<file path="src/rtl/hdta_pkg.sv">
// Shared constants and the controller-to-datapath command bundle for the
// humidity/temperature frame decoder with moving average. No dependencies.
package hdta_pkg;

   localparam int DEFAULT_DEPTH = 3;
   localparam int RAW_W         = 20;  // raw sensor word
   localparam int FRAC_W        = 20;  // raw full scale is 2^20
   localparam int HUM_W         = 14;
   localparam int TMP_W         = 15;
   localparam int HUM_SCALE_W   = 14;
   localparam int TMP_SCALE_W   = 15;
   localparam int HUM_SCALE     = 10000;
   localparam int TMP_SCALE     = 20000;
   localparam int TMP_OFFSET    = 5000;
   localparam int SLOT_W        = 3;   // covers history depths up to 8

   // Position of the next expected frame byte
   localparam logic [2:0] POS_HUM_HI  = 3'd1;
   localparam logic [2:0] POS_HUM_MID = 3'd2;
   localparam logic [2:0] POS_SPLIT   = 3'd3;
   localparam logic [2:0] POS_TMP_MID = 3'd4;
   localparam logic [2:0] POS_TMP_LO  = 3'd5;
   localparam logic [2:0] POS_IDLE    = 3'd7;

   typedef struct packed {
      logic              load_en;    // capture req byte at load_pos
      logic [2:0]        load_pos;
      logic              push;       // write assembled words into history
      logic              acc_clear;
      logic              acc_en;     // add history entry at slot
      logic [SLOT_W-1:0] slot;
      logic              scale;      // multiply sums, load dividers
      logic              div_step;
      logic              out_load;
   } cmd_type;

endpackage

</file>
<file path="src/rtl/hdta_ctrl.sv">
// Controller: frame byte tracking, history pointers and the averaging sequence.
// Depends on hdta_pkg.
module hdta_ctrl #(
   parameter int HISTORY_DEPTH = hdta_pkg::DEFAULT_DEPTH
) (
   input  logic              clock,
   input  logic              reset,
   input  logic              req_valid,
   output logic              req_ready,
   input  logic              req_frame_start,
   output logic              rsp_valid,
   input  logic              rsp_ready,
   output hdta_pkg::cmd_type cmd
);
   import hdta_pkg::*;

   localparam int IDX_W  = (HISTORY_DEPTH > 1) ? $clog2(HISTORY_DEPTH) : 1;
   localparam int CNT_W  = $clog2(HISTORY_DEPTH + 1);
   localparam int SUM_W  = RAW_W + $clog2(HISTORY_DEPTH);
   localparam int DIV_W  = SUM_W + TMP_SCALE_W - FRAC_W;
   localparam int DCNT_W = $clog2(DIV_W);

   typedef enum logic [2:0] {
      ST_IDLE,
      ST_SUM,
      ST_SCALE,
      ST_DIV,
      ST_OUT
   } state_type;

   state_type          state_ff, state_in;
   logic [2:0]         pos_ff, pos_in;
   logic [IDX_W-1:0]   slot_ff, slot_in;
   logic [CNT_W-1:0]   fill_ff, fill_in;
   logic [IDX_W-1:0]   idx_ff, idx_in;
   logic [DCNT_W-1:0]  dcnt_ff, dcnt_in;
   logic               rsp_valid_ff, rsp_valid_in;

   always_comb begin
      state_in     = state_ff;
      pos_in       = pos_ff;
      slot_in      = slot_ff;
      fill_in      = fill_ff;
      idx_in       = idx_ff;
      dcnt_in      = dcnt_ff;
      rsp_valid_in = rsp_valid_ff & ~rsp_ready;
      cmd          = '0;
      case (state_ff)
         ST_IDLE: begin
            if (req_valid) begin
               if (req_frame_start) begin
                  pos_in = POS_HUM_HI;
               end else begin
                  if (pos_ff inside {[POS_HUM_HI:POS_TMP_LO]}) begin
                     cmd.load_en  = 1'b1;
                     cmd.load_pos = pos_ff;
                  end
                  if (pos_ff == POS_TMP_LO) begin
                     cmd.push      = 1'b1;
                     cmd.acc_clear = 1'b1;
                     cmd.slot      = SLOT_W'(slot_ff);
                     slot_in  = (slot_ff == IDX_W'(HISTORY_DEPTH - 1)) ? '0 : slot_ff + 1'b1;
                     fill_in  = (fill_ff == CNT_W'(HISTORY_DEPTH)) ? fill_ff : fill_ff + 1'b1;
                     idx_in   = '0;
                     state_in = ST_SUM;
                  end
                  if (pos_ff != POS_IDLE) begin
                     pos_in = pos_ff + 3'd1;
                  end
               end
            end
         end
         ST_SUM: begin
            cmd.acc_en = 1'b1;
            cmd.slot   = SLOT_W'(idx_ff);
            idx_in     = idx_ff + 1'b1;
            if (idx_ff == IDX_W'(fill_ff - 1'b1)) begin
               state_in = ST_SCALE;
            end
         end
         ST_SCALE: begin
            cmd.scale = 1'b1;
            dcnt_in   = DCNT_W'(DIV_W - 1);
            state_in  = ST_DIV;
         end
         ST_DIV: begin
            cmd.div_step = 1'b1;
            dcnt_in      = dcnt_ff - 1'b1;
            if (dcnt_ff == '0) begin
               state_in = ST_OUT;
            end
         end
         ST_OUT: begin
            // wait for the output register to drain
            if (!rsp_valid_ff || rsp_ready) begin
               cmd.out_load = 1'b1;
               rsp_valid_in = 1'b1;
               state_in     = ST_IDLE;
            end
         end
         default: begin
            state_in = ST_IDLE;
         end
      endcase
   end

   always_ff @(posedge clock) begin
      if (reset) begin
         state_ff     <= ST_IDLE;
         pos_ff       <= POS_IDLE;
         slot_ff      <= '0;
         fill_ff      <= '0;
         idx_ff       <= '0;
         dcnt_ff      <= '0;
         rsp_valid_ff <= 1'b0;
      end else begin
         state_ff     <= state_in;
         pos_ff       <= pos_in;
         slot_ff      <= slot_in;
         fill_ff      <= fill_in;
         idx_ff       <= idx_in;
         dcnt_ff      <= dcnt_in;
         rsp_valid_ff <= rsp_valid_in;
      end
   end

   assign req_ready = (state_ff == ST_IDLE);
   assign rsp_valid = rsp_valid_ff;

   a_fill_bound: assert property (@(posedge clock) disable iff (reset)
      fill_ff <= CNT_W'(HISTORY_DEPTH))
      else $error("history fill count above depth");

   a_slot_bound: assert property (@(posedge clock) disable iff (reset)
      slot_ff <= IDX_W'(HISTORY_DEPTH - 1))
      else $error("history write slot out of range");

   a_push_sums: assert property (@(posedge clock) disable iff (reset)
      cmd.push |=> (state_ff == ST_SUM) && (fill_ff != '0))
      else $error("push not followed by summing");

   a_rsp_source: assert property (@(posedge clock) disable iff (reset)
      $rose(rsp_valid_ff) |-> $past(state_ff == ST_OUT))
      else $error("response raised outside output step");

endmodule

</file>
<file path="src/rtl/hdta_dpath.sv">
// Datapath: frame assembly, history ring, accumulation, scaling and a
// bit-serial divide by the fill count. Depends on hdta_pkg.
module hdta_dpath #(
   parameter int HISTORY_DEPTH = hdta_pkg::DEFAULT_DEPTH
) (
   input  logic                             clock,
   input  hdta_pkg::cmd_type                cmd,
   input  logic [7:0]                       req_data_byte,
   output logic [hdta_pkg::HUM_W-1:0]       rsp_humidity_avg,
   output logic signed [hdta_pkg::TMP_W-1:0] rsp_temperature_avg
);
   import hdta_pkg::*;

   localparam int IDX_W   = (HISTORY_DEPTH > 1) ? $clog2(HISTORY_DEPTH) : 1;
   localparam int CNT_W   = $clog2(HISTORY_DEPTH + 1);
   localparam int SUM_W   = RAW_W + $clog2(HISTORY_DEPTH);
   localparam int PROD_HW = SUM_W + HUM_SCALE_W;
   localparam int PROD_TW = SUM_W + TMP_SCALE_W;
   localparam int DIV_W   = PROD_TW - FRAC_W;

   logic [RAW_W-1:0]   hum_asm_ff, hum_asm_in;
   logic [RAW_W-1:0]   tmp_asm_ff, tmp_asm_in;
   logic [RAW_W-1:0]   hum_ring_ff [HISTORY_DEPTH];
   logic [RAW_W-1:0]   tmp_ring_ff [HISTORY_DEPTH];
   logic [SUM_W-1:0]   hum_sum_ff, hum_sum_in;
   logic [SUM_W-1:0]   tmp_sum_ff, tmp_sum_in;
   logic [CNT_W-1:0]   div_cnt_ff, div_cnt_in;
   logic [DIV_W-1:0]   hum_quo_ff, hum_quo_in;
   logic [DIV_W-1:0]   tmp_quo_ff, tmp_quo_in;
   logic [CNT_W-1:0]   hum_rem_ff, hum_rem_in;
   logic [CNT_W-1:0]   tmp_rem_ff, tmp_rem_in;
   logic [HUM_W-1:0]   hum_out_ff;
   logic [TMP_W-1:0]   tmp_out_ff;
   logic [PROD_HW-1:0] hum_prod;
   logic [PROD_TW-1:0] tmp_prod;
   logic [CNT_W:0]     hum_trial, tmp_trial;
   logic [IDX_W-1:0]   slot;

   assign slot = cmd.slot[IDX_W-1:0];

   always_comb begin
      hum_asm_in = hum_asm_ff;
      tmp_asm_in = tmp_asm_ff;
      if (cmd.load_en) begin
         case (cmd.load_pos)
            POS_HUM_HI:  hum_asm_in[19:12] = req_data_byte;
            POS_HUM_MID: hum_asm_in[11:4]  = req_data_byte;
            POS_SPLIT: begin
               hum_asm_in[3:0]   = req_data_byte[7:4];
               tmp_asm_in[19:16] = req_data_byte[3:0];
            end
            POS_TMP_MID: tmp_asm_in[15:8] = req_data_byte;
            POS_TMP_LO:  tmp_asm_in[7:0]  = req_data_byte;
            default: begin
            end
         endcase
      end
   end

   // sums cleared on push, then one history entry added per step
   assign hum_sum_in = cmd.acc_clear ? '0 : hum_sum_ff + SUM_W'(hum_ring_ff[slot]);
   assign tmp_sum_in = cmd.acc_clear ? '0 : tmp_sum_ff + SUM_W'(tmp_ring_ff[slot]);

   assign hum_prod = PROD_HW'(hum_sum_ff) * PROD_HW'(HUM_SCALE);
   assign tmp_prod = PROD_TW'(tmp_sum_ff) * PROD_TW'(TMP_SCALE);

   // restoring divide by fill count, one quotient bit per step
   assign hum_trial = {hum_rem_ff, hum_quo_ff[DIV_W-1]};
   assign tmp_trial = {tmp_rem_ff, tmp_quo_ff[DIV_W-1]};

   always_comb begin
      div_cnt_in = div_cnt_ff;
      hum_quo_in = hum_quo_ff;
      tmp_quo_in = tmp_quo_ff;
      hum_rem_in = hum_rem_ff;
      tmp_rem_in = tmp_rem_ff;
      if (cmd.scale) begin
         div_cnt_in = div_cnt_ff;
         hum_quo_in = DIV_W'(hum_prod[PROD_HW-1:FRAC_W]);
         tmp_quo_in = tmp_prod[PROD_TW-1:FRAC_W];
         hum_rem_in = '0;
         tmp_rem_in = '0;
      end else if (cmd.div_step) begin
         if (hum_trial >= {1'b0, div_cnt_ff}) begin
            hum_rem_in = CNT_W'(hum_trial - {1'b0, div_cnt_ff});
            hum_quo_in = {hum_quo_ff[DIV_W-2:0], 1'b1};
         end else begin
            hum_rem_in = hum_trial[CNT_W-1:0];
            hum_quo_in = {hum_quo_ff[DIV_W-2:0], 1'b0};
         end
         if (tmp_trial >= {1'b0, div_cnt_ff}) begin
            tmp_rem_in = CNT_W'(tmp_trial - {1'b0, div_cnt_ff});
            tmp_quo_in = {tmp_quo_ff[DIV_W-2:0], 1'b1};
         end else begin
            tmp_rem_in = tmp_trial[CNT_W-1:0];
            tmp_quo_in = {tmp_quo_ff[DIV_W-2:0], 1'b0};
         end
      end else if (cmd.acc_en) begin
         // divisor tracks number of entries summed
         div_cnt_in = div_cnt_ff + 1'b1;
      end else if (cmd.acc_clear) begin
         div_cnt_in = '0;
      end
   end

   always_ff @(posedge clock) begin
      hum_asm_ff <= hum_asm_in;
      tmp_asm_ff <= tmp_asm_in;
      if (cmd.push) begin
         hum_ring_ff[slot] <= hum_asm_in;
         tmp_ring_ff[slot] <= tmp_asm_in;
      end
      if (cmd.acc_clear || cmd.acc_en) begin
         hum_sum_ff <= hum_sum_in;
         tmp_sum_ff <= tmp_sum_in;
      end
      div_cnt_ff <= div_cnt_in;
      hum_quo_ff <= hum_quo_in;
      tmp_quo_ff <= tmp_quo_in;
      hum_rem_ff <= hum_rem_in;
      tmp_rem_ff <= tmp_rem_in;
      if (cmd.out_load) begin
         hum_out_ff <= hum_quo_ff[HUM_W-1:0];
         tmp_out_ff <= tmp_quo_ff[TMP_W-1:0] - TMP_W'(TMP_OFFSET);
      end
   end

   assign rsp_humidity_avg    = hum_out_ff;
   assign rsp_temperature_avg = $signed(tmp_out_ff);

endmodule

</file>
<file path="src/rtl/humidity_temperature_decode_average.sv">
// Humidity/temperature frame decoder with a moving average over the history.
// Frame bytes are taken while the controller is idle; byte 5 starts averaging,
// which sums the history entries one per step, scales the sums and divides them
// bit-serially by the fill count; the result is registered once any previous
// result has been taken. No byte is taken meanwhile.
// Synchronous reset empties the history and closes any open frame.
module humidity_temperature_decode_average #(
   parameter int HISTORY_DEPTH = hdta_pkg::DEFAULT_DEPTH
) (
   input  logic                              clock,
   input  logic                              reset,
   input  logic                              req_valid,
   output logic                              req_ready,
   input  logic [7:0]                        req_data_byte,
   input  logic                              req_frame_start,
   output logic                              rsp_valid,
   input  logic                              rsp_ready,
   output logic [hdta_pkg::HUM_W-1:0]        rsp_humidity_avg,
   output logic signed [hdta_pkg::TMP_W-1:0] rsp_temperature_avg
);
   import hdta_pkg::*;

   cmd_type cmd;

   hdta_ctrl #(
      .HISTORY_DEPTH(HISTORY_DEPTH)
   ) u_ctrl (
      .clock           (clock),
      .reset           (reset),
      .req_valid       (req_valid),
      .req_ready       (req_ready),
      .req_frame_start (req_frame_start),
      .rsp_valid       (rsp_valid),
      .rsp_ready       (rsp_ready),
      .cmd             (cmd)
   );

   hdta_dpath #(
      .HISTORY_DEPTH(HISTORY_DEPTH)
   ) u_dpath (
      .clock               (clock),
      .cmd                 (cmd),
      .req_data_byte       (req_data_byte),
      .rsp_humidity_avg    (rsp_humidity_avg),
      .rsp_temperature_avg (rsp_temperature_avg)
   );

endmodule

</file>
<file path="config.mk">
export PLATFORM = sky130hd
export DESIGN_NAME = humidity_temperature_decode_average
export DESIGN_NICKNAME = d
export VERILOG_FILES = /design/src/rtl/hdta_pkg.sv /design/src/rtl/hdta_ctrl.sv /design/src/rtl/hdta_dpath.sv /design/src/rtl/humidity_temperature_decode_average.sv
export SDC_FILE = /design/constraint.sdc
export NUM_CORES = 1
export LEC_CHECK = 0
export BUFFER_PORTS_ARGS = -buffer_cell sky130_fd_sc_hd__buf_2
export CORE_MARGIN = 5
export CORE_UTILIZATION = 50
export DETAILED_ROUTE_END_ITERATION = 10
export GPL_TIMING_DRIVEN = 0
export PLACE_DENSITY = 0.73
export SYNTH_ARGS = -nofsm -noshare
export SYNTH_HDL_FRONTEND = slang
export SYNTH_SLANG_ARGS = --single-unit
</file>
<file path="constraint.sdc">
create_clock -name clock -period 5.1 [get_ports clock]
set_input_delay 0.765 -clock clock [delete_from_list [all_inputs] [get_ports clock]]
set_output_delay 0.765 -clock clock [all_outputs]
set_load 0.05 [all_outputs]
</file>
== Word-level counts from Yosys, hierarchy flattened ==
Memory sizes are Yosys's and may differ from the RTL's.
Cells that the tools add are included.

* Output and inout port bits: 31
* Logic and storage cells: 133
* Memory bits (writable): 120
* Bits of input ports: 13
* Register bits: 171
* Memories: 2

* Reductions and logical operators: 17
* Bitwise logic cells: 6
* Eq/ne operators: 20
* $lt $le $gt $ge: 4
* Mux-type cells: 51
* Multipliers: 2
* Add/subtract/negate cells: 12

{| class="wikitable"
|+ Memories
! memory !! depth !! bits a word !! rd ports !! clocked after Yosys merged registers in !! wr ports !! line !! source
|-
| u_dpath.hum_ring_ff || 3 || 20 || 1 || 0 || 1 || hdta_dpath.sv:23 || <nowiki>logic [RAW_W-1:0] hum_ring_ff [HISTORY_DEPTH];</nowiki>
|-
| u_dpath.tmp_ring_ff || 3 || 20 || 1 || 0 || 1 || hdta_dpath.sv:24 || <nowiki>logic [RAW_W-1:0] tmp_ring_ff [HISTORY_DEPTH];</nowiki>
|}

{| class="wikitable"
|+ Operators by type and width
! operator !! count
|-
| 22-bit by 10-bit multiplier with 32-bit output, second input constant || 2
|-
| 22-bit by 20-bit adder with 22-bit output || 2
|-
| 20-bit 2-to-1 mux || 2
|-
| 17-bit 2-to-1 mux || 2
|-
| 16-bit 2-to-1 mux || 2
|-
| 8-bit 2-to-1 mux || 4
|-
| 2-bit 2-to-1 mux || 12
|-
| 3-bit 2-to-1 mux || 8
|-
| 6-bit 2-to-1 mux || 3
|-
| 3-bit one-hot mux with 5 select lines || 1
|-
| 15-bit by 13-bit subtractor with 15-bit output, second input constant || 1
|-
| 3-bit by 2-bit equality test with 1-bit output, second input constant || 4
|-
| 3-bit equality test, second input constant || 4
|-
| 4-bit 2-to-1 mux || 3
|-
| 1-bit 2-to-1 mux || 11
|-
| 5-bit one-hot mux with 2 select lines || 1
|-
| 2-bit nonzero test || 5
|-
| 2-bit by 1-bit adder with 2-bit output, second input constant || 4
|-
| 2-bit by 1-bit != test with 1-bit output, second input constant || 4
|-
| 2-bit one-hot mux with 2 select lines || 2
|-
| 4-bit AND reduction || 2
|-
| 3-bit by 1-bit equality test with 1-bit output, second input constant || 2
|-
| 3-bit by 2-bit greater-or-equal comparator with 1-bit output || 2
|-
| 3-bit AND reduction || 2
|-
| other kinds (19) || 27
|}

== Depth between registers and ports, before layout ==
Gate-level depths: netlist (run 1).

* Word-level depth: 9
* Mapped depth: 20
* Gate-level depth less buffers: 20

== By module ==
A second synthesis (run 1) with hierarchy kept.

* Cells, all modules: 1795
* Area, all modules: 19762.7 µm²

{| class="wikitable"
|+ Modules (own cells, without submodules)
! module !! cells an instance !! seq. area each (µm²) !! instances !! area an instance (µm²)
|-
| hdta_dpath || 1675 || 7747.4 || 1 || 18718.0
|-
| hdta_ctrl || 120 || 360.3 || 1 || 1044.8
|}

== Worst setup path before layout (run 1) ==
OpenSTA, ideal clock, no wires.

* Path type: flip-flop to flip-flop
* From: register u_dpath.tmp_sum_ff[14]
* To: register u_dpath.tmp_quo_ff[16], data pin
* Stages on the path, launching flop included: 19
* Data required time: 4.837 ns
* Path slack: 0.333 ns
* Arrival: 4.503 ns
* Buffers on the path: 0
* Clock period less this slack: 4.767 ns
* Library setup time: 0.263 ns
* Path through: edfxtp_1 > inv_1 > fa_1 > inv_1 > ha_1 > fa_1 > ha_1 > inv_1 > fa_1 > inv_1 > ha_1 > a21oi_1 > o21bai_1 > a221o_1 > a221o_1 > a21o_1 > a41oi_1 > xor2_1 > o21ai_1

* Word-level cells in the longest chain between the ends: 2

{| class="wikitable"
|+ RTL lines
! what !! line !! source
|-
| from (decl) || hdta_dpath.sv:26 || <nowiki>logic [SUM_W-1:0] tmp_sum_ff, tmp_sum_in;</nowiki>
|-
| from (signal assigned) || hdta_dpath.sv:115 || <nowiki>tmp_sum_ff <= tmp_sum_in;</nowiki>
|-
| 22-bit by 10-bit multiplier with 32-bit output || hdta_dpath.sv:65 || <nowiki>assign tmp_prod = PROD_TW'(tmp_sum_ff) * PROD_TW'(TMP_SCALE);</nowiki>
|-
| 17-bit 2-to-1 mux || hdta_dpath.sv:77 || <nowiki>if (cmd.scale) begin</nowiki>
|-
| named net u_dpath.tmp_quo_in[16] || hdta_dpath.sv:29 || <nowiki>logic [DIV_W-1:0] tmp_quo_ff, tmp_quo_in;</nowiki>
|-
| to (signal assigned) || hdta_dpath.sv:119 || <nowiki>tmp_quo_ff <= tmp_quo_in;</nowiki>
|-
| to (decl) || hdta_dpath.sv:29 ||
|}

The timed path passes the listed nets, and every way through them passes these cells.
A chain may end at the register's enable or synchronous reset.

== Worst setup path in the final report (run 1) ==
* From: register u_dpath.tmp_sum_ff[6]
* To: register u_dpath.tmp_quo_ff[7], data pin

Same word-level chain as after synthesis.

==> results of run 1 <==
state kept, by name (all words and copies together) (netlist names), 5 cells and up:
name and flops:
u_dpath.hum_ring_ff 60, u_dpath.tmp_ring_ff 60, u_dpath.hum_sum_ff 22, u_dpath.tmp_sum_ff 22
u_dpath.hum_asm_ff 20, u_dpath.tmp_asm_ff 20, u_dpath.hum_quo_ff 17, u_dpath.tmp_quo_ff 17
u_dpath.rsp_temperature_avg 15, u_dpath.rsp_humidity_avg 14, u_ctrl.dcnt_ff 5
stage by stage:
| stage | setup slack (ns) | hold slack, ns | instance area (um2) |
|---|---|---|---|
| after floorplan | 0.333 | 0.426 | 19600 |
| after global placement | -0.567 | 0.437 | 20400 |
| after detailed placement | -0.412 | 0.441 | 20500 |
| after CTS | 0.0168 | 0.454 | 21600 |
| after global routing | -0.0822 | 0.467 | 22100 |
| final | 0.201 | 0.449 | 22100 |
metal layers:
layer	vias to the layer above	global-route usage (%)
met3	42	2.51
met2	228	30.1
met4	2	3.19
li1	6486	-
met1	6214	24.1
met5	-	0
placed cells by master (no fill, tap or decap), types with 14 or more instances in the layout:
master and count:
edfxtp_1 228, inv_1 279, o21ai_0 71, a21o_1 40, clkbuf_16 31, nand3_1 23
clkbuf_1 33, xnor2_1 46, a21oi_1 123, mux2i_1 45, fa_1 106, mux2_2 41
ha_1 221, nand4_1 14, buf_2 52, nor2_1 138, xor2_1 36, dfxtp_1 63
buf_4 48, inv_2 19, nand2_1 88, nor3_1 15
synth_stat cells, drive strengths merged (8+ instances only):
library cell  count
and2              8
clkbuf           34
and3             11
fa              106
a21oi           127
xor2             36
dfxtp            63
buf              14
a21o             41
nor3             15
mux2i            45
nand2b           11
nand2            90
o21ai            79
nand3            23
o21bai           13
nand4            14
mux2             41
edfxtp          228
nor2            139
xnor2            46
a211oi           13
inv             299
ha              223
a31oi            10
final cells by class:
class / instances / area, um2
Timing Repair Buffer: 95 / 686
Fill cell: 3140 / 16600
Buffer: 46 / 199
Inverter: 300 / 1130
Tap cell: 518 / 648
Clock buffer: 40 / 870
Clock inverter: 16 / 143
Sequential cell: 291 / 8110
Multi-Input combinational cell: 1172 / 10300
worst paths after layout:
check | from | end | slack (ns) | cells after the start
worst max-delay path | u_dpath.tmp_sum_ff[6] | u_dpath.tmp_quo_ff[7] | 0.20 | 18
worst min-delay path | u_dpath.hum_quo_ff[5] | u_dpath.rsp_humidity_avg[5] | 0.45 | 0
worst max register to register | u_dpath.tmp_sum_ff[6] | u_dpath.tmp_quo_ff[7] | 0.20 | 18
worst min register to register | u_dpath.hum_quo_ff[5] | u_dpath.rsp_humidity_avg[5] | 0.45 | 0
power by group:
part,leakage [uW],switching [uW],internal [uW]
logic,0.00707,2890,2130
registers,0.00260,65.2,2790
clock network,0.000486,902,1290
logic make-up after synthesis:
group           count (synthesis)  synth area share, %
buf+inv                       348                 6.78
compound gates                337                 10.5
simple gates                  338                 7.89
fa+ha+maj                     329                 25.1
mux                            86                 4.66
flops                         291                 41.4
xor+xnor                       82                 3.67
worst register-to-register path, stage by stage, from the launching register on:
cell and delay, ns:
edfxtp_1 0.41, inv_1 0.13, fa_1 0.56, inv_1 0.05, ha_1 0.29, fa_1 0.43, ha_1 0.29, inv_1 0.05
fa_1 0.49, inv_1 0.04, ha_1 0.37, a21oi_1 0.18, o211ai_1 0.12, a221o_1 0.35, or2_4 0.27, a31oi_4 0.26
buf_4 0.16, xnor2_1 0.11, o21ai_0 0.08
what timing repair did:
action,in CTS,in global routing
endpoints found under the setup margin,11,37
resized for setup,9,52
pin swaps,0,11
buffers inserted,4,44
==> key figures, run 1 <==
Outcome
  • Status: complete, no violations

Clocking
  • Num CTS Buffers: 30
  • H-tree Lvls: 1
  • Worst-path clk slew: 0.07 ns
  • Hold_buf cts: 0
  • Sink Count: 291
  • CTS tree: done
  • Skew-Pair Late Insertion Delay: 0.55 ns
  • CTS root buf: clkbuf_16
  • CTS Buffer Depth: 3

Yosys
  • Mapped Avg Cell Area: 10.8 um2
  • Ys async rst share: 0%
  • Largest cells by area after synthesis: edfxtp_1 (35%), ha_1 (14%), fa_1 (11%), dfxtp_1 (6.4%), inv_1 (5.7%)
  • Unique masters post-synth: 60
  • Synth warn: 0
  • Post-synth EDFFs: 228
  • Most used DFF post-synth: edfxtp_1
  • Post-synth top area cell: edfxtp_1
  • Sequential fraction of the synthesis area: around two fifths
  • Mapped Nets: 2153
  • Synthesized instance count: 1811
  • Number of synthesized register bits: slightly below 300
  • Top cell type's share of synthesized area: 35.0%
  • Post-synthesis cell area: 0.0196 mm2

Min path
  • Worst min path class: flop to flop

Timing
  • Fin crit period: 4.90 ns
  • Final Hold Vio Count: 0
  • Slew margin rel.: 20.2%
  • Final setup TNS: 0 ns
  • Worst Max-Slew Pin Slew: 1.20 ns
  • Final setup viols: 0
  • Max-slew violation count: 0
  • Post-Route Skew: around 0.015 ns
  • Fin crit share: 96.1%
  • Highest Clock Rate: around 200 MHz

Drt
  • # DRC: 0
  • Met1 WL: 17800 um
  • 1st-iter DRT viols: 703
  • Met3 wire length: 1630 um
  • Uppermost layer routed: met5
  • Routed Antenna Nets: 0
  • Routed vias/inst: between 5 and 6
  • Vias: about 13000
  • Wire length on met2: 18900 um
  • Drt total wl: 39000 um
  • Avg WL per Cell: approximately 16 um
  • TritonRoute pass-1 iters: 5

Critical path
  • CP Capture Type: flop
  • Worst path most repeated cell: inv_1
  • Slowest stage cell, crit path: fa_1
  • Crit path max fanout: 6
  • Worst path top cell family by delay: adder cells
  • CP Data Required Time: 5.39 ns
  • Crit-path max cell delay: 0.56 ns
  • Crit-path cells: inv_1 -> fa_1 -> inv_1 -> ha_1 -> fa_1 -> ha_1 -> inv_1 -> fa_1 -> inv_1 -> ha_1 -> a21oi_1 -> o211ai_1 -> a221o_1 -> or2_4 -> a31oi_4 -> buf_4 -> xnor2_1 -> o21ai_0
  • Critical path class: flop to flop
  • CP Buf/Inv Count: 5
  • CP Launch Type: flop
  • CP arrival: just over 5 ns

Pwr
  • Worst vdd ir: 269 uV
  • Final Power: 10100 uW
  • Leak: 0.0102 uW
  • Pwr dens: 456 mW/mm2

Layout
  • Final Net Count: 2278
  • ANT cells: 0
  • Layout cells sized above 1: 13.1%
  • Area grow syn2layout: 12.8%
  • Layout Utilization: 57.0%
  • Fin cells: 2478

Global route
  • Total grt overflow: 0
  • Gr usage total: between 15 and 20%
  • Largest net degree at the start of global routing: 43
  • Antenna violations before repair: 1
  • Vias in the first global route: 12800
  • First-pass GRT wire length: approximately 64000 um

Floorplan
  • Initial Utilization: about half
  • Die X: 208 um
  • Full die area: 0.0432 mm2
  • Die height: between 200 and 250 um
  • Row cnt: 72
  • Core area: 0.0387 mm2
  • I/O pin count: 44

Placement
  • PortBufs: 42
  • Placed Instances: 2375
  • Detail Placement HPWL: 29600 um
  • Routability-driven placement congestion ratio: 0.876

Flow run
  • Max Cap Violations: 0
No activity file was read; power rests on OpenSTA's default activity.
==> run 2: changes to the inputs <==
- PLACE_DENSITY: 0.73 -> 0.71
==> run 2 against run 1 <==
  * Utilization grew 0.22 points
  * Sequential share of layout area is 0.14 points lower
  * Fmax shrank 0.14%
  * Clock power rose by 11%
  * Via count decreased by 0.89%
  * Hold slack better by 0.0026 ns
  * Critical path type unchanged
  * First-iteration DRC count is 15% lower
  * Sequential power about the same
  * Die area unchanged
  * Wire length down 1.6%
==> key figures, run 2 (same netlist as run 1, synthesis figures left out) <==
Floorplan
  • Full die area: 0.0432 mm2 (unchanged)
  • I/O pin count: 44 (unchanged)
  • Die height: 208 um (unchanged)
  • Core area: 0.0387 mm2 (unchanged)
  • Row cnt: 72 (unchanged)
  • Die X: 208 um (unchanged)
  • Initial Utilization: 50.5% (unchanged)

Clocking
  • Num CTS Buffers: 31 (+3.3%)
  • CTS root buf: clkbuf_16
  • Hold_buf cts: 0 (unchanged)
  • CTS tree: done
  • CTS Buffer Depth: 3 (unchanged)
  • Worst-path clk slew: 0.06 ns (about the same)
  • Sink Count: 291 (unchanged)
  • H-tree Lvls: 1 (unchanged)
  • Skew-Pair Late Insertion Delay: 0.58 ns (+0.03 ns)

Critical path
  • Slowest stage cell, crit path: fa_1
  • CP Capture Type: flop
  • CP arrival: 5.21 ns (+0.02 ns)
  • Crit path from: u_dpath.hum_sum_ff[5]
  • Crit-path max cell delay: 0.58 ns (+0.02 ns)
  • RR Startpoint: u_dpath.hum_sum_ff[5]
  • CP Launch Type: flop
  • Critical path class: flop to flop
  • CP Data Required Time: 5.41 ns (+0.02 ns)
  • Worst path most repeated cell: inv_1
  • Crit path max fanout: 5 (-1)
  • Crit-path cells: inv_1 -> fa_1 -> inv_1 -> ha_1 -> fa_1 -> ha_1 -> inv_1 -> fa_1 -> inv_1 -> ha_1 -> a21oi_1 -> o21ai_0 -> a311oi_1 -> a21oi_2 -> o21a_1 -> o211a_1 -> nor3_1 -> o31ai_1

Outcome
  • Status: complete, no violations

Pwr
  • Pwr dens: 461 mW/mm2 (+1.1%)
  • Worst vdd ir: 262 uV (-2.6%)
  • Leak: 0.0102 uW (about the same)
  • Final Power: 10200 uW (+1.5%)

Drt
  • # DRC: 0 (unchanged)
  • Routed Antenna Nets: 0 (unchanged)
  • Drt total wl: 38400 um (-1.6%)
  • Avg WL per Cell: 15.5 um (-1.5%)
  • Routed vias/inst: 5.19 (-0.81%)
  • TritonRoute pass-1 iters: 7 (+2)
  • Vias: 12900 (-0.89%)
  • 1st-iter DRT viols: 601 (-15%)

Global route
  • First-pass GRT wire length: 63600 um (-0.28%)
  • Largest net degree at the start of global routing: 43 (unchanged)
  • Gr usage total: 17.5% (-0.021 points)
  • Total grt overflow: 0 (unchanged)
  • Vias in the first global route: 12600 (-1.1%)
  • Antenna violations before repair: 1 (unchanged)

Min path
  • Worst min path class: flop to flop
  • Worst Hold Launch: u_dpath.hum_quo_ff[5]

Flow run
  • Max Cap Violations: 0 (unchanged)

Layout
  • Layout fillers: 3235 (+3.0%)
  • Most common cell after layout, fill and taps aside: inv_1
  • Most frequent cells in the layout: inv_1 (281), edfxtp_1 (228), ha_1 (217), nor2_1 (138), a21oi_1 (123)
  • Final Net Count: 2275 (-0.13%)
  • Seq. cell area: 0.00811 mm2 (unchanged)
  • Multi-input logic area: 0.0103 mm2 (about the same)
  • Area grow syn2layout: 13.3%
  • ANT cells: 0 (unchanged)
  • Layout Utilization: 57.2% (+0.22 points)
  • Layout cells sized above 1: 12.8% (-0.34 points)
  • Biggest regs: u_dpath.hum_ring_ff x60, u_dpath.tmp_ring_ff x60

Timing
  • Highest Clock Rate: 204 MHz (-0.14%)
  • Final Hold Vio Count: 0 (unchanged)
  • Worst Max-Slew Pin Slew: 1.19 ns (-0.00924 ns)
  • Final setup viols: 0 (unchanged)
  • Fin crit period: 4.91 ns (+0.00697 ns)
  • Slew margin rel.: 20.8% (+0.62 points)
  • Fin crit share: 96.2% (+0.14 points)
  • Post-Route Skew: 0.0115 ns (-0.00381 ns)
  • Max-slew violation count: 0 (unchanged)
  • Setup slack after layout: 0.194 ns (-0.00698 ns)

Placement
  • Detail Placement HPWL: 28800 um (-2.8%)
  • PortBufs: 42 (unchanged)
  • Place WS: -0.444 ns (-0.0318 ns)
  • Routability-driven placement congestion ratio: 0.857 (-2.2%)
-- run 2: cell types whose count changed in the layout (fill, tap and decap cells not counted), sizes merged --
cell / before / now
clkbuf: 73 / 75
buf: 108 / 104
bufinv: 2 / 7
clkinvlp: 5 / 3
inv: 299 / 301
clkinv: 10 / 5
-- run 2: per-layer routing --
metal / GRT usage, % / part of all wire [%]
met2: 29.1 / 47
met1: 24.7 / 47
met4: 3.69 / 2.1
met5: 0 / 0.021
met3: 2.52 / 4.0
-- run 2: final timing paths --
check	end	slack, ns	depth (start not counted)
worst max-delay path	u_dpath.hum_quo_ff[14]	0.19	18
worst min-delay path	u_dpath.rsp_humidity_avg[5]	0.45	0
worst max register to register	u_dpath.hum_quo_ff[14]	0.19	18
worst min register to register	u_dpath.rsp_humidity_avg[5]	0.45	0
-- run 2: metrics by stage --
stage	hold WS, ns	setup TNS, ns	instances	instance area (um2)
floorplan	0.426	0	1811	19600
global placement	0.438	-29.63	2371	20400
detailed placement	0.441	-3.45	2375	20500
CTS	0.455	0	2436	21700
global route	0.468	-0.144	2476	22200
finish	0.452	0	2476	22200
-- run 2: area by class of cell --
type / instances / area share (%)
Buffer: 46 / 0.891
Clock inverter: 16 / 1.26
Clock buffer: 42 / 3.77
Tap cell: 518 / 2.92
Multi-Input combinational cell: 1172 / 46.5
Timing Repair Buffer: 91 / 2.99
Inverter: 300 / 5.09
Sequential cell: 291 / 36.6
-- run 2: worst max-delay path, delay by kind of cell, from the launching register on --
kind	cells	cell delay [ns]
compound gates	7	1.32
fa+ha+maj	6	2.47
buf+inv	4	0.30
flops	1	0.39
simple gates	1	0.15
-- run 2: what timing repair did --
item	CTS	global route
pin swaps	0	6
cloned	0	0
setup buffers	3	41
hold endpoints to repair	0	0
resized for setup	10	46
endpoints found under the setup margin	11	31
-- run 2: report_power, final --
part / switching, uW / internal (uW)
clock: 938 / 1510
sequential: 63.5 / 2790
combinational: 2840 / 2090
==> run 3: changes to the inputs <==
- CTS_BUF_LIST: default -> sky130_fd_sc_hd__clkbuf_8
==> run 3 against run 2 <==
  * First-iteration DRC count is 2.0% higher
  * Critical path depth stayed put
  * Hold slack worse by 0.0092 ns
  * Worst setup slack better by 0.0072 ns
  * Largest power group unchanged
==> key figures, run 3 (same netlist as run 1, synthesis figures left out) <==
Pwr
  • Switching power: 3790 uW (-1.3%)
  • Sequential share of power: 29.6% (+1.7 points)
  • Logic pwr share: 50.9% (+2.8 points)
  • Final Power: 9670 uW (-5.5%)
  • Clock network power share: 19.5% (-4.4 points)
  • Worst vdd ir: 269 uV (+2.6%)
  • Leak: 0.0102 uW (about the same)
  • Net Sw Frac: 39.2% (+1.7 points)
  • Cell internal pwr: 5880 uW (-8.0%)
  • Pwr dens: 441 mW/mm2 (-4.4%)

Critical path
  • Critical path class: flop to flop
  • CP arrival: 5.22 ns (about the same)
  • Crit path from: u_dpath.hum_sum_ff[5]
  • RR Startpoint: u_dpath.hum_sum_ff[5]
  • Worst path most repeated cell: inv_1
  • Crit path max fanout: 5 (unchanged)
  • Worst path top cell family by delay: adder cells
  • Slowest stage cell, crit path: fa_1
  • CP Capture Type: flop
  • CP Data Required Time: 5.42 ns (about the same)
  • Crit-path max cell delay: 0.58 ns (about the same)
  • CP Launch Type: flop
  • Crit-path cells: inv_1 -> fa_1 -> inv_1 -> ha_1 -> fa_1 -> ha_1 -> inv_1 -> fa_1 -> inv_1 -> ha_1 -> a21oi_1 -> o21ai_0 -> a311oi_1 -> a21oi_2 -> o21a_1 -> o211a_1 -> nor3_1 -> o31ai_1
  • CP Buf/Inv Count: 4 (unchanged)

Placement
  • Detail Placement HPWL: 28800 um (unchanged)
  • PortBufs: 42 (unchanged)
  • Routability-driven placement congestion ratio: 0.857 (unchanged)
  • Cell Area, Placed: 0.0205 mm2 (unchanged)

Drt
  • TritonRoute pass-1 iters: 5 (-2)
  • Vias: 12800 (-0.38%)
  • Avg WL per Cell: 15.1 um (-2.5%)
  • Routed vias/inst: 5.12 (-1.4%)
  • 1st-iter DRT viols: 613 (+2.0%)
  • Routed Antenna Nets: 0 (unchanged)
  • Drt total wl: 37800 um (-1.5%)
  • # DRC: 0 (unchanged)

Clocking
  • CTS tree: done
  • Sink Count: 291 (unchanged)
  • CTS root buf: clkbuf_8
  • CTS Buffer Depth: 3 (unchanged)
  • Num CTS Buffers: 46 (+48%)
  • Skew-Pair Late Insertion Delay: 0.58 ns (about the same)
  • Hold_buf cts: 0 (unchanged)
  • H-tree Lvls: 2 (+1)
  • Worst-path clk slew: 0.06 ns (about the same)

Floorplan
  • Core area: 0.0387 mm2 (unchanged)
  • Row cnt: 72 (unchanged)
  • Full die area: 0.0432 mm2 (unchanged)
  • I/O pin count: 44 (unchanged)
  • Die X: 208 um (unchanged)
  • Initial Utilization: 50.5% (unchanged)
  • Die height: 208 um (unchanged)

Timing
  • Fin crit period: 4.90 ns (-0.00721 ns)
  • Max-slew violation count: 0 (unchanged)
  • Highest Clock Rate: 204 MHz (+0.15%)
  • WHS: 0.442 ns (-0.00925 ns)
  • Final setup TNS: 0 ns (unchanged)
  • Fin crit share: 96.0% (-0.14 points)
  • Final setup viols: 0 (unchanged)
  • Final Hold Vio Count: 0 (unchanged)
  • Post-Route Skew: 0.0277 ns (+0.0163 ns)
  • Slew margin rel.: 20.7% (-0.16 points)
  • Worst Max-Slew Pin Slew: 1.19 ns (+0.00242 ns)

Global route
  • Largest net degree at the start of global routing: 43 (unchanged)
  • Vias in the first global route: 12600 (+0.0079%)
  • Antenna violations before repair: 1 (unchanged)
  • First-pass GRT wire length: 62900 um (-1.1%)
  • Gr usage total: 17.4% (-0.15 points)
  • Total grt overflow: 0 (unchanged)

Layout
  • Layout fillers: 3248 (+0.40%)
  • Fin area: 0.0219 mm2 (-1.1%)
  • Biggest regs: u_dpath.hum_ring_ff x60, u_dpath.tmp_ring_ff x60
  • Most frequent cells in the layout: inv_1 (303), edfxtp_1 (228), ha_1 (219), nor2_1 (138), a21oi_1 (122)
  • Layout cells sized above 1: 13.1% (+0.29 points)
  • Final Net Count: 2288 (+0.57%)
  • ANT cells: 0 (unchanged)
  • Area grow syn2layout: 12.0%
  • Most common cell after layout, fill and taps aside: inv_1

Min path
  • Worst Hold Launch: u_dpath.hum_quo_ff[5]
  • Worst min path class: flop to flop

Flow run
  • Max Cap Violations: 0 (unchanged)

Outcome
  • Status: complete, no violations
==> run 3: changes by cell type in the layout (fill, tap and decap cells not counted), moves of 2 or more <==
cell        before  now
clkbuf_1        40   31
clkinv_2         2    5
clkinv_1         3    5
clkbuf_16       31    0
clkinvlp_4       3    0
bufinv_16        7    1
clkbuf_8         2   51
inv_1          281  303
ha_1           217  219
buf_4           44   42
==> run 3: layout make-up <==
type	instances	area (um2)	share of cell area, %
clock buffer	51	702	3.20
tap	518	648	2.96
sequential	291	8110	37.0
buffer	46	198	0.901
timing repair buffer	89	648	2.96
inverter	300	1130	5.15
multi-input combinational	1172	10300	47.0
clock inverter	35	196	0.896
==> run 3: what timing repair did <==
| item | 4_1_cts | 5_1_grt |
|---|---|---|
| hold endpoints to repair | 0 | 0 |
| pin swaps | 0 | 10 |
| setup endpoints to repair | 10 | 31 |
| gates resized for setup | 8 | 46 |
| buffers inserted | 4 | 38 |
==> run 3: worst register-to-register path, delay by kind of cell, from the launching register on <==
family                     cells  cell delay [ns]
DFF                            1             0.38
AOI/OAI and AO/OA              7             1.33
buffers and inverters          4             0.30
adders and majority gates      6             2.47
and+or+nand+nor                1             0.16
==> run 3: power by group through the flow <==
stage | Combinational (uW) | Clock, uW | Sequential, uW
floorplan | 3660 | 0 | 2890
global placement | 4520 | 0 | 2910
detailed placement | 4610 | 0 | 2920
CTS | 4720 | 1940 | 2870
global route | 5670 | 2050 | 2870
finish | 4920 | 1880 | 2860
==> run 3: stage by stage <==
step	utilization, %	setup slack (ns)	cells
5_1_grt	56.6	-0.0294	2502
2_1_floorplan	-	0.333	1811
6_report	56.6	0.202	2502
3_3_place_gp	52.8	-0.657	2371
4_1_cts	55.5	0.00261	2465
3_5_place_dp	53.0	-0.444	2375
==> run 3: worst paths after layout <==
kind	to	slack, ns	depth (start not counted)
min	u_dpath.rsp_humidity_avg[5]	0.44	0
max	u_dpath.hum_quo_ff[14]	0.20	18
min reg2reg	u_dpath.rsp_humidity_avg[5]	0.44	0
max reg2reg	u_dpath.hum_quo_ff[14]	0.20	18
==> run 3: metal layers <==
metal / track usage, % / vias to the layer above / share of wire [%]
li1: - / 6510 / -
met5: 0 / - / 0.032
met4: 4.03 / 2 / 1.7
met1: 24.5 / 6065 / 48
met3: 2.86 / 44 / 4.0
met2: 28.3 / 187 / 46
